### src/rtl/core/plm_pkg.sv
// Package for the peak and RMS level meter: beat types, widths, register
// indexes, reset values and the command/status structs between controller
// and datapath. Depends on nothing.
`default_nettype none

package plm_pkg;

    // Fixed field and state widths
    localparam int SAMPLE_W = 16;
    localparam int CH_W     = 3;
    localparam int LEVEL_W  = 16;
    localparam int ACH_W    = 4;
    localparam int FPB_W    = 11;
    localparam int BPR_W    = 16;
    localparam int FIB_W    = 10;
    localparam int FC_W     = 26;
    localparam int SUM_W    = 48;
    localparam int SQ_W     = 31;
    localparam int CFG_IDX_W  = 2;
    localparam int CFG_DATA_W = 16;

    // Channel and frame limits
    localparam int MAX_CHANNELS_DEFAULT = 8;
    localparam int CHANNEL_SPAN         = 8;
    localparam logic [FPB_W-1:0] FRAME_LIMIT = 11'd1024;

    // Register reset values
    localparam logic [ACH_W-1:0] ACTIVE_RESET = 4'd2;
    localparam logic [FPB_W-1:0] FPB_RESET    = 11'd16;
    localparam logic [BPR_W-1:0] BPR_RESET    = 16'd2756;

    // Register indexes on the configuration port
    localparam logic [CFG_IDX_W-1:0] CFG_ACTIVE_CHANNELS   = 2'd0;
    localparam logic [CFG_IDX_W-1:0] CFG_FRAMES_PER_BLOCK  = 2'd1;
    localparam logic [CFG_IDX_W-1:0] CFG_BLOCKS_PER_REPORT = 2'd2;

    typedef struct packed {
        logic signed [SAMPLE_W-1:0] sample;
        logic [CH_W-1:0]            channel;
    } in_beat_t;

    typedef struct packed {
        logic [CH_W-1:0]    report_channel;
        logic [LEVEL_W-1:0] peak_level;
        logic [LEVEL_W-1:0] rms_level;
        logic               last_report;
    } out_beat_t;

    // Controller to datapath
    typedef struct packed {
        logic capture;
        logic square;
        logic update;
        logic report_sel;
        logic chan_first;
        logic chan_next;
        logic start_div;
        logic start_sqrt;
        logic load_out;
        logic clear;
    } ctrl_cmd_t;

    // Datapath to controller
    typedef struct packed {
        logic in_active;
        logic report;
        logic div_done;
        logic sqrt_done;
        logic last_ch;
        logic out_free;
    } dp_status_t;

endpackage

`default_nettype wire

### src/rtl/core/plm_div.sv
// Restoring divider, one quotient bit per cycle, for the mean square.
// Depends on nothing.
`default_nettype none

module plm_div #(
    parameter int DW = 48,
    parameter int VW = 26
) (
    input  wire logic          aclk,
    input  wire logic          aresetn,
    input  wire logic          start,
    input  wire logic [DW-1:0] dividend,
    input  wire logic [VW-1:0] divisor,
    output logic      [DW-1:0] quotient,
    output logic               done
);

    localparam int CNT_W = $clog2(DW + 1);

    logic [DW-1:0]    quo_reg;
    logic [VW-1:0]    rem_reg;
    logic [VW-1:0]    dvs_reg;
    logic [CNT_W-1:0] cnt_reg;
    logic             busy_reg;
    logic             done_reg;

    logic [VW:0] trial;
    logic [VW:0] diff;

    // Trial subtraction of the divisor from the shifted remainder
    assign trial = {rem_reg, quo_reg[DW-1]};
    assign diff  = trial - {1'b0, dvs_reg};

    always_ff @(posedge aclk) begin
        if (!aresetn) begin
            busy_reg <= 1'b0;
            done_reg <= 1'b0;
            cnt_reg  <= '0;
        end else begin
            done_reg <= 1'b0;
            if (start) begin
                busy_reg <= 1'b1;
                cnt_reg  <= CNT_W'(DW);
            end else if (busy_reg) begin
                cnt_reg <= cnt_reg - 1'b1;
                if (cnt_reg == CNT_W'(1)) begin
                    busy_reg <= 1'b0;
                    done_reg <= 1'b1;
                end
            end
        end
    end

    // Shift one quotient bit in per cycle
    always_ff @(posedge aclk) begin
        if (start) begin
            quo_reg <= dividend;
            rem_reg <= '0;
            dvs_reg <= divisor;
        end else if (busy_reg) begin
            if (trial >= {1'b0, dvs_reg}) begin
                rem_reg <= diff[VW-1:0];
                quo_reg <= {quo_reg[DW-2:0], 1'b1};
            end else begin
                rem_reg <= trial[VW-1:0];
                quo_reg <= {quo_reg[DW-2:0], 1'b0};
            end
        end
    end

    assign quotient = quo_reg;
    assign done     = done_reg;

endmodule

`default_nettype wire

### src/rtl/core/plm_sqrt.sv
// Digit-by-digit floor square root, one root bit per cycle.
// Depends on nothing.
`default_nettype none

module plm_sqrt #(
    parameter int IW = 48
) (
    input  wire logic            aclk,
    input  wire logic            aresetn,
    input  wire logic            start,
    input  wire logic [IW-1:0]   operand,
    output logic      [IW/2-1:0] root,
    output logic                 done
);

    localparam int RW    = IW / 2;
    localparam int CNT_W = $clog2(RW + 1);

    logic [IW-1:0]    val_reg;
    logic [RW:0]      rem_reg;
    logic [RW-1:0]    root_reg;
    logic [CNT_W-1:0] cnt_reg;
    logic             busy_reg;
    logic             done_reg;

    logic [RW+2:0] shifted;
    logic [RW+2:0] trial;
    logic [RW+2:0] diff;

    // Bring down the next two bits and try the odd step
    assign shifted = {rem_reg, val_reg[IW-1:IW-2]};
    assign trial   = {1'b0, root_reg, 2'b01};
    assign diff    = shifted - trial;

    always_ff @(posedge aclk) begin
        if (!aresetn) begin
            busy_reg <= 1'b0;
            done_reg <= 1'b0;
            cnt_reg  <= '0;
        end else begin
            done_reg <= 1'b0;
            if (start) begin
                busy_reg <= 1'b1;
                cnt_reg  <= CNT_W'(RW);
            end else if (busy_reg) begin
                cnt_reg <= cnt_reg - 1'b1;
                if (cnt_reg == CNT_W'(1)) begin
                    busy_reg <= 1'b0;
                    done_reg <= 1'b1;
                end
            end
        end
    end

    always_ff @(posedge aclk) begin
        if (start) begin
            val_reg  <= operand;
            rem_reg  <= '0;
            root_reg <= '0;
        end else if (busy_reg) begin
            val_reg <= {val_reg[IW-3:0], 2'b00};
            if (shifted >= trial) begin
                rem_reg  <= diff[RW:0];
                root_reg <= {root_reg[RW-2:0], 1'b1};
            end else begin
                rem_reg  <= shifted[RW:0];
                root_reg <= {root_reg[RW-2:0], 1'b0};
            end
        end
    end

    assign root = root_reg;
    assign done = done_reg;

endmodule

`default_nettype wire

### src/rtl/core/plm_dp.sv
// Datapath of the level meter: configuration registers, per-channel peak and
// square-sum stores, frame/block counters, divider, root unit, output register.
// Depends on plm_pkg, plm_div and plm_sqrt.
`default_nettype none

module plm_dp #(
    parameter int MAX_CHANNELS = plm_pkg::MAX_CHANNELS_DEFAULT
) (
    input  wire logic                             aclk,
    input  wire logic                             aresetn,
    input  wire logic                             cfg_we,
    input  wire logic [plm_pkg::CFG_IDX_W-1:0]    cfg_index,
    input  wire logic [plm_pkg::CFG_DATA_W-1:0]   cfg_data,
    input  wire plm_pkg::in_beat_t                s_data,
    output plm_pkg::out_beat_t                    m_data,
    output logic                                  m_valid,
    input  wire logic                             m_ready,
    input  wire plm_pkg::ctrl_cmd_t               cmd,
    output plm_pkg::dp_status_t                   status
);

    import plm_pkg::*;

    localparam int IDX_W  = (MAX_CHANNELS > 1) ? $clog2(MAX_CHANNELS) : 1;
    localparam int CH_LIM = (MAX_CHANNELS < CHANNEL_SPAN) ? MAX_CHANNELS : CHANNEL_SPAN;
    localparam int ROOT_W = SUM_W / 2;

    // Configuration
    logic [ACH_W-1:0] ach_reg;
    logic [FPB_W-1:0] fpb_reg;
    logic [BPR_W-1:0] bpr_reg;

    // Accumulators and counters
    logic [LEVEL_W-1:0] peak_reg [MAX_CHANNELS];
    logic [SUM_W-1:0]   sum_reg  [MAX_CHANNELS];
    logic [FIB_W-1:0]   fib_reg;
    logic [BPR_W-1:0]   bc_reg;
    logic [FC_W-1:0]    fc_reg;

    // Per-item working registers
    logic signed [SAMPLE_W-1:0] sample_reg;
    logic [CH_W-1:0]            ch_reg;
    logic [SQ_W-1:0]            sq_reg;
    logic [LEVEL_W-1:0]         mag_reg;
    logic [LEVEL_W-1:0]         peak_rd_reg;
    logic [SUM_W-1:0]           sum_rd_reg;
    logic [CH_W-1:0]            rep_reg;

    out_beat_t out_reg;
    logic      out_valid_reg;

    logic [ACH_W-1:0]   nch;
    logic [FPB_W-1:0]   fpb_eff;
    logic [BPR_W-1:0]   bpr_eff;
    logic [IDX_W-1:0]   ch_idx;
    logic [IDX_W-1:0]   rd_idx;
    logic [SAMPLE_W:0]  mag_wide;
    logic [2*LEVEL_W-1:0] sq_full;
    logic [SUM_W:0]     sum_add;
    logic [FPB_W-1:0]   fib_inc;
    logic [BPR_W-1:0]   bc_inc;
    logic               is_last;
    logic               block_end;
    logic               block_hold;
    logic               div_done;
    logic               sqrt_done;
    logic [SUM_W-1:0]   quotient;
    logic [ROOT_W-1:0]  root;

    // Clamp the registers to their working ranges
    always_comb begin
        if (ach_reg == '0) begin
            nch = ACH_W'(1);
        end else if (ach_reg > ACH_W'(CH_LIM)) begin
            nch = ACH_W'(CH_LIM);
        end else begin
            nch = ach_reg;
        end
        if (fpb_reg == '0) begin
            fpb_eff = FPB_W'(1);
        end else if (fpb_reg > FRAME_LIMIT) begin
            fpb_eff = FRAME_LIMIT;
        end else begin
            fpb_eff = fpb_reg;
        end
        bpr_eff = (bpr_reg == '0) ? BPR_W'(1) : bpr_reg;
    end

    // Store addressing: one read address a cycle
    assign ch_idx = IDX_W'(ch_reg);
    assign rd_idx = cmd.report_sel ? IDX_W'(rep_reg) : ch_idx;

    // Magnitude, square and saturating sum
    assign mag_wide = sample_reg[SAMPLE_W-1] ? ((SAMPLE_W+1)'(0) - {1'b1, sample_reg})
                                             : {1'b0, sample_reg};
    assign sq_full  = mag_reg * mag_reg;
    assign sum_add  = {1'b0, sum_rd_reg} + (SUM_W+1)'(sq_reg);

    // Frame and block bookkeeping
    assign is_last    = ({1'b0, ch_reg} == (nch - 1'b1));
    assign fib_inc    = {1'b0, fib_reg} + 1'b1;
    assign block_end  = (fib_inc >= fpb_eff);
    assign bc_inc     = bc_reg + 1'b1;
    assign block_hold = (bc_inc != '0) && (bc_inc < bpr_eff);

    // Hold configuration registers
    always_ff @(posedge aclk) begin
        if (!aresetn) begin
            ach_reg <= ACTIVE_RESET;
            fpb_reg <= FPB_RESET;
            bpr_reg <= BPR_RESET;
        end else if (cfg_we) begin
            case (cfg_index)
                CFG_ACTIVE_CHANNELS:   ach_reg <= cfg_data[ACH_W-1:0];
                CFG_FRAMES_PER_BLOCK:  fpb_reg <= cfg_data[FPB_W-1:0];
                CFG_BLOCKS_PER_REPORT: bpr_reg <= cfg_data[BPR_W-1:0];
                default: ;
            endcase
        end
    end

    // Capture the beat, then square and read the stores
    always_ff @(posedge aclk) begin
        if (cmd.capture) begin
            sample_reg <= s_data.sample;
            ch_reg     <= s_data.channel;
        end
        if (cmd.square) begin
            mag_reg     <= mag_wide[LEVEL_W-1:0];
            peak_rd_reg <= peak_reg[rd_idx];
            sum_rd_reg  <= sum_reg[rd_idx];
        end
    end

    // Square registered in the cycle after the magnitude
    always_ff @(posedge aclk) begin
        sq_reg <= sq_full[SQ_W-1:0];
    end

    // Update accumulators and counters; clear after a report
    always_ff @(posedge aclk) begin
        if (!aresetn || cmd.clear) begin
            for (int i = 0; i < MAX_CHANNELS; i++) begin
                peak_reg[i] <= '0;
                sum_reg[i]  <= '0;
            end
            fc_reg <= '0;
        end else if (cmd.update) begin
            if (mag_reg > peak_rd_reg) begin
                peak_reg[ch_idx] <= mag_reg;
            end
            sum_reg[ch_idx] <= sum_add[SUM_W] ? {SUM_W{1'b1}} : sum_add[SUM_W-1:0];
            if (is_last && (fc_reg != {FC_W{1'b1}})) begin
                fc_reg <= fc_reg + 1'b1;
            end
        end
    end

    always_ff @(posedge aclk) begin
        if (!aresetn) begin
            fib_reg <= '0;
            bc_reg  <= '0;
        end else if (cmd.update && is_last) begin
            if (!block_end) begin
                fib_reg <= fib_inc[FIB_W-1:0];
            end else begin
                fib_reg <= '0;
                bc_reg  <= block_hold ? bc_inc : '0;
            end
        end
    end

    // Step through the channels of a report
    always_ff @(posedge aclk) begin
        if (!aresetn) begin
            rep_reg <= '0;
        end else if (cmd.chan_first) begin
            rep_reg <= '0;
        end else if (cmd.chan_next) begin
            rep_reg <= rep_reg + 1'b1;
        end
    end

    plm_div #(
        .DW(SUM_W),
        .VW(FC_W)
    ) u_div (
        .aclk     (aclk),
        .aresetn  (aresetn),
        .start    (cmd.start_div),
        .dividend (sum_reg[rd_idx]),
        .divisor  (fc_reg),
        .quotient (quotient),
        .done     (div_done)
    );

    plm_sqrt #(
        .IW(SUM_W)
    ) u_sqrt (
        .aclk    (aclk),
        .aresetn (aresetn),
        .start   (cmd.start_sqrt),
        .operand (quotient),
        .root    (root),
        .done    (sqrt_done)
    );

    // Output register: load a report beat, drop it once taken
    always_ff @(posedge aclk) begin
        if (!aresetn) begin
            out_valid_reg <= 1'b0;
        end else if (cmd.load_out) begin
            out_valid_reg <= 1'b1;
        end else if (m_ready) begin
            out_valid_reg <= 1'b0;
        end
    end

    always_ff @(posedge aclk) begin
        if (cmd.load_out) begin
            out_reg.report_channel <= rep_reg;
            out_reg.peak_level     <= peak_reg[rd_idx];
            out_reg.rms_level      <= root[LEVEL_W-1:0];
            out_reg.last_report    <= ({1'b0, rep_reg} == (nch - 1'b1));
        end
    end

    assign m_data  = out_reg;
    assign m_valid = out_valid_reg;

    assign status.in_active = ({1'b0, s_data.channel} < nch);
    assign status.report    = is_last && block_end && !block_hold;
    assign status.div_done  = div_done;
    assign status.sqrt_done = sqrt_done;
    assign status.last_ch   = ({1'b0, rep_reg} == (nch - 1'b1));
    assign status.out_free  = !out_valid_reg || m_ready;

endmodule

`default_nettype wire

### src/rtl/core/plm_ctrl.sv
// Controller of the level meter: sequences accumulation of a beat and the
// per-channel divide, root and output steps of a report. Depends on plm_pkg.
`default_nettype none

module plm_ctrl (
    input  wire logic                 aclk,
    input  wire logic                 aresetn,
    input  wire logic                 s_valid,
    output logic                      s_ready,
    input  wire plm_pkg::dp_status_t  status,
    output plm_pkg::ctrl_cmd_t        cmd
);

    import plm_pkg::*;

    typedef enum logic [2:0] {
        S_IDLE,
        S_SQUARE,
        S_MULT,
        S_UPDATE,
        S_DIV_START,
        S_DIV_WAIT,
        S_SQRT_WAIT,
        S_OUT
    } state_t;

    state_t state_reg;
    state_t state_next;

    // Decode commands and next state
    always_comb begin
        cmd        = '0;
        state_next = state_reg;
        case (state_reg)
            S_IDLE: begin
                cmd.capture = s_valid;
                if (s_valid && status.in_active) begin
                    state_next = S_SQUARE;
                end
            end
            S_SQUARE: begin
                cmd.square = 1'b1;
                state_next = S_MULT;
            end
            // Let the square register settle on the new magnitude
            S_MULT: begin
                state_next = S_UPDATE;
            end
            S_UPDATE: begin
                cmd.update = 1'b1;
                if (status.report) begin
                    cmd.chan_first = 1'b1;
                    state_next     = S_DIV_START;
                end else begin
                    state_next = S_IDLE;
                end
            end
            S_DIV_START: begin
                cmd.report_sel = 1'b1;
                cmd.start_div  = 1'b1;
                state_next     = S_DIV_WAIT;
            end
            S_DIV_WAIT: begin
                if (status.div_done) begin
                    cmd.start_sqrt = 1'b1;
                    state_next     = S_SQRT_WAIT;
                end
            end
            S_SQRT_WAIT: begin
                if (status.sqrt_done) begin
                    state_next = S_OUT;
                end
            end
            S_OUT: begin
                cmd.report_sel = 1'b1;
                if (status.out_free) begin
                    cmd.load_out = 1'b1;
                    if (status.last_ch) begin
                        cmd.clear  = 1'b1;
                        state_next = S_IDLE;
                    end else begin
                        cmd.chan_next = 1'b1;
                        state_next    = S_DIV_START;
                    end
                end
            end
            default: begin
                state_next = S_IDLE;
            end
        endcase
    end

    // Hold state
    always_ff @(posedge aclk) begin
        if (!aresetn) begin
            state_reg <= S_IDLE;
        end else begin
            state_reg <= state_next;
        end
    end

    assign s_ready = (state_reg == S_IDLE);

endmodule

`default_nettype wire

### src/rtl/core/peak_rms_level_meter.sv
// Peak and RMS level meter. An input beat passes through accept, magnitude,
// square and accumulate states; a beat of an inactive channel is dropped in its accept
// cycle. For each active channel a report runs the bit-serial divider and then
// the bit-serial root unit; the last report beat may wait in the output register
// while new samples are taken. Synchronous active-low reset restores register
// defaults and zeroes the accumulators, counters and output valid flag.
`default_nettype none

module peak_rms_level_meter #(
    parameter int MAX_CHANNELS = plm_pkg::MAX_CHANNELS_DEFAULT
) (
    input  wire logic                            aclk,
    input  wire logic                            aresetn,
    input  wire logic                            cfg_valid,
    output logic                                 cfg_ready,
    input  wire logic [plm_pkg::CFG_IDX_W-1:0]   cfg_index,
    input  wire logic [plm_pkg::CFG_DATA_W-1:0]  cfg_data,
    input  wire logic                            s_valid,
    output logic                                 s_ready,
    input  wire plm_pkg::in_beat_t               s_data,
    output logic                                 m_valid,
    input  wire logic                            m_ready,
    output plm_pkg::out_beat_t                   m_data
);

    import plm_pkg::*;

    ctrl_cmd_t  cmd;
    dp_status_t status;

    // Take configuration writes at any time
    assign cfg_ready = 1'b1;

    plm_ctrl u_ctrl (
        .aclk    (aclk),
        .aresetn (aresetn),
        .s_valid (s_valid),
        .s_ready (s_ready),
        .status  (status),
        .cmd     (cmd)
    );

    plm_dp #(
        .MAX_CHANNELS(MAX_CHANNELS)
    ) u_dp (
        .aclk      (aclk),
        .aresetn   (aresetn),
        .cfg_we    (cfg_valid && cfg_ready),
        .cfg_index (cfg_index),
        .cfg_data  (cfg_data),
        .s_data    (s_data),
        .m_data    (m_data),
        .m_valid   (m_valid),
        .m_ready   (m_ready),
        .cmd       (cmd),
        .status    (status)
    );

endmodule

`default_nettype wire

### config.mk
export PLATFORM = sky130hd
export DESIGN_NAME = peak_rms_level_meter
export DESIGN_NICKNAME = d
export VERILOG_FILES = /design/src/rtl/core/plm_pkg.sv /design/src/rtl/core/plm_div.sv /design/src/rtl/core/plm_sqrt.sv /design/src/rtl/core/plm_dp.sv /design/src/rtl/core/plm_ctrl.sv /design/src/rtl/core/peak_rms_level_meter.sv
export SDC_FILE = /design/constraint.sdc
export NUM_CORES = 2
export LEC_CHECK = 0
export ABC_AREA = 0
export BUFFER_PORTS_ARGS = -buffer_cell sky130_fd_sc_hd__buf_2
export CORE_MARGIN = 2
export CORE_UTILIZATION = 45
export DETAILED_ROUTE_END_ITERATION = 6
export GPL_TIMING_DRIVEN = 0
export PLACE_DENSITY_LB_ADDON = 0.25
export SLEW_MARGIN = 20
export SYNTH_ARGS = -nofsm -noshare
export SYNTH_HDL_FRONTEND = slang
export SYNTH_HIERARCHICAL = 1
export SYNTH_SLANG_ARGS = --single-unit
### constraint.sdc
create_clock -name aclk -period 13.2 [get_ports aclk]
set_clock_uncertainty 0.1 [all_clocks]
set_input_delay 1.32 -clock aclk [delete_from_list [all_inputs] [get_ports aclk]]
set_output_delay 1.32 -clock aclk [all_outputs]
set_load 0.01 [all_outputs]
==> impl_metrics.ini <==
[run_status]
status = finished with violations
violations = DRC

[logic_synthesis]
synth_top_area_cell = edfxtp_1
ys.flop_type = edfxtp_1
synth_area_leaders = edfxtp_1 (43%), dfxtp_1 (7.8%), fa_1 (6.1%)
yosysSeqAreaShare = 0.504
synth_cells = 4669
ys_seq_elements = 979
async_flop_share = 0
synth_cell_types = 97
synth_top_area_frac = 0.426
syn_avg_cell_area_um2 = 11.6
synth_edf_count = 769
synth_nets = 5106
yosys_warnings = 6
synth_area_mm2 = 0.0542

[global_routing]
track_usage = 0.233
grt_overflow_total = 0
grt_max_degree = 50
antenna_found_initial = 7
grt_pass1_wl_um = 221000
grt_pass1_vias = 37649

[timing]
hold_violations = 0
slew_viol_final = 0
setup_viol = 0
rsz0062_at_grt = no
post-route-min-period_ps = 8170
max_freq_mhz = 122
whs_ps = 368
setup_ws_ps = 5030
fin_crit_sh = 0.619
relSlewSlack = 0.235
timing.setup.tns_ps = 0
tightest_slew_ps = 1150

[route]
routed_wl_um = 142000
routed_via_density = 5.71
first_iter_violations = 3685
wire_per_inst_um = 21.6
postRouteAntennaNets = 0
vias = 37497
firstDrtPassIters = 7
drc_errors = 1

[clock_tree]
cts-root-buf = clkbuf_16
insertion_delay_ps = 700
path_clk_slew_ps = 60
cts_tree = done
holdBufCountCts = 0
cts.sinks = 979
postCtsResizedCells = 0
numCtsBuffers = 102
max-clock-path-buffers = 3
cts_setup_buffers = 0
cts.htree.levels = 3

[setup_path]
path_max_fanout = 10
endpoint_kind = flip-flop
worst-endpoint-arrival_ps = 8600
r2r_setup_slack_ps = 5030
reg2reg_to = u_dp/sq_reg[28]
path_class = flip-flop to flip-flop
required_ps = 13630
worstSetupStartpointType = flip-flop
rr_worst_depth = 21
rr_startpoint = u_dp/mag_reg[4]

[final_layout]
seqCellArea_mm2 = 0.0273
final_common_cell = edfxtp_1
layout-drive-gt1-share = 0.136
multi_input_area_mm2 = 0.0246
layout_common_cells = edfxtp_1 (769), nor2_1 (557), inv_1 (362)
largest_register_ffs = 384
fin_nets = 5307
area_growth_pct = 12.0
fillerInstances = 10517

[hold_path]
hold_start = u_dp/u_sqrt/rem_reg[23]
hold_path_class = flip-flop to flip-flop
hold_path_depth = 2
hold_path_end = u_dp/u_sqrt/rem_reg[23]

[floorplanning]
initial_core_util = 0.453
num_rows = 127
dieArea_mm2 = 0.123
core_mm2 = 0.120
die_width_um = 351
pin_count = 81
die_h_um = 351

[job]
drv_cap = 0

[placed_design]
port_buffers = 79
place_ws_ps = 5170
gp_congestion = 0.883
dpl.hpwl_um = 101000
-- metrics by stage --
| stage | cell area (µm²) | std cells | util |
|---|---|---|---|
| 6_report | 60700 | 6571 | 0.507 |
| 3_3_place_gp | 56600 | 6360 | 0.473 |
| 4_1_cts | 60700 | 6570 | 0.507 |
| 3_5_place_dp | 57100 | 6378 | 0.478 |
| 5_1_grt | 60700 | 6570 | 0.507 |
| 2_1_floorplan | 54200 | 4669 | - |
-- how the worst max path moves through the flow --
stage                     slack [ps]             endpoint  depth (start not counted)             from
after floorplan                 6840      u_dp/sq_reg[30]                         21  u_dp/mag_reg[4]
after global placement          4080  u_dp/sum_reg[7][20]                         11          m_ready
after detailed placement        5170      u_dp/sq_reg[28]                         21  u_dp/mag_reg[4]
after CTS                       5150      u_dp/sq_reg[28]                         21  u_dp/mag_reg[4]
after global routing            4610      u_dp/sq_reg[28]                         21  u_dp/mag_reg[4]
final                           5030      u_dp/sq_reg[28]                         21  u_dp/mag_reg[4]
-- per-layer routing --
metal  track usage  wire length (µm)  vias up
li1              -                 -    17247
met1         0.331             61900    18582
met2         0.373             65800     1455
met3        0.0377             11300      207
met4        0.0632              3220        6
met5             0                35        -
-- critical path: stages (launching register included) --
cell      delay, ps
edfxtp_1        550
clkbuf_1        760
clkbuf_1        580
nand2_1         220
fa_1            580
inv_1            50
fa_1            510
fa_1            530
fa_1            520
fa_1            550
inv_1            60
fa_1            520
inv_1            60
ha_1            370
a21oi_1         160
o21ai_0         130
nor3_1          210
o211ai_1        160
a221oi_1        610
a211oi_1        170
o31a_1          280
o31a_1          330
-- cell type report --
type | instances | area share
inverter | 366 | 0.0227
clock buffer | 133 | 0.0448
multi-input combinational | 3058 | 0.406
clock inverter | 59 | 0.0137
sequential | 979 | 0.450
antenna | 1 | 0.0000412
timing repair buffer | 97 | 0.0119
tap | 1612 | 0.0332
buffer | 266 | 0.0180
-- cell families (layout without fill, tap and decap cells) --
kind of cell / count (synthesis) / in the layout / synth area share
muxes: 331 / 331 / 0.0943
other: 1 / 2 / 0.0000692
AOI/OAI and AO/OA: 662 / 662 / 0.0840
buffers and inverters: 632 / 921 / 0.0454
DFF: 979 / 979 / 0.504
xor gates and xnor gates: 176 / 176 / 0.0287
and+or+nand+nor: 1493 / 1493 / 0.130
adders and majority gates: 395 / 395 / 0.114
-- synth_stat cells, drive strengths merged (9+ instances only) --
cell / instances
nor4: 145
nand4: 34
xor2: 63
a21oi: 165
ha: 231
a2111oi: 12
edfxtp: 769
inv: 365
or2: 15
mux2i: 45
buf: 56
clkbuf: 210
o21bai: 16
nor2b: 25
xnor2: 112
and2: 70
nor3: 47
mux4: 128
a211oi: 34
nand2: 339
o211ai: 30
a211o: 10
o31ai: 22
o21a: 22
fa: 164
a21o: 54
a311oi: 28
or3: 32
a31oi: 23
o2111ai: 9
o21ai: 123
nand3: 87
nand2b: 43
a22o: 16
nor2: 580
mux2: 158
dfxtp: 210
and3: 39
a21boi: 31
Power is not shown: default switching activity piles up to over one toggle a cycle in this logic, so the estimate is an artifact.
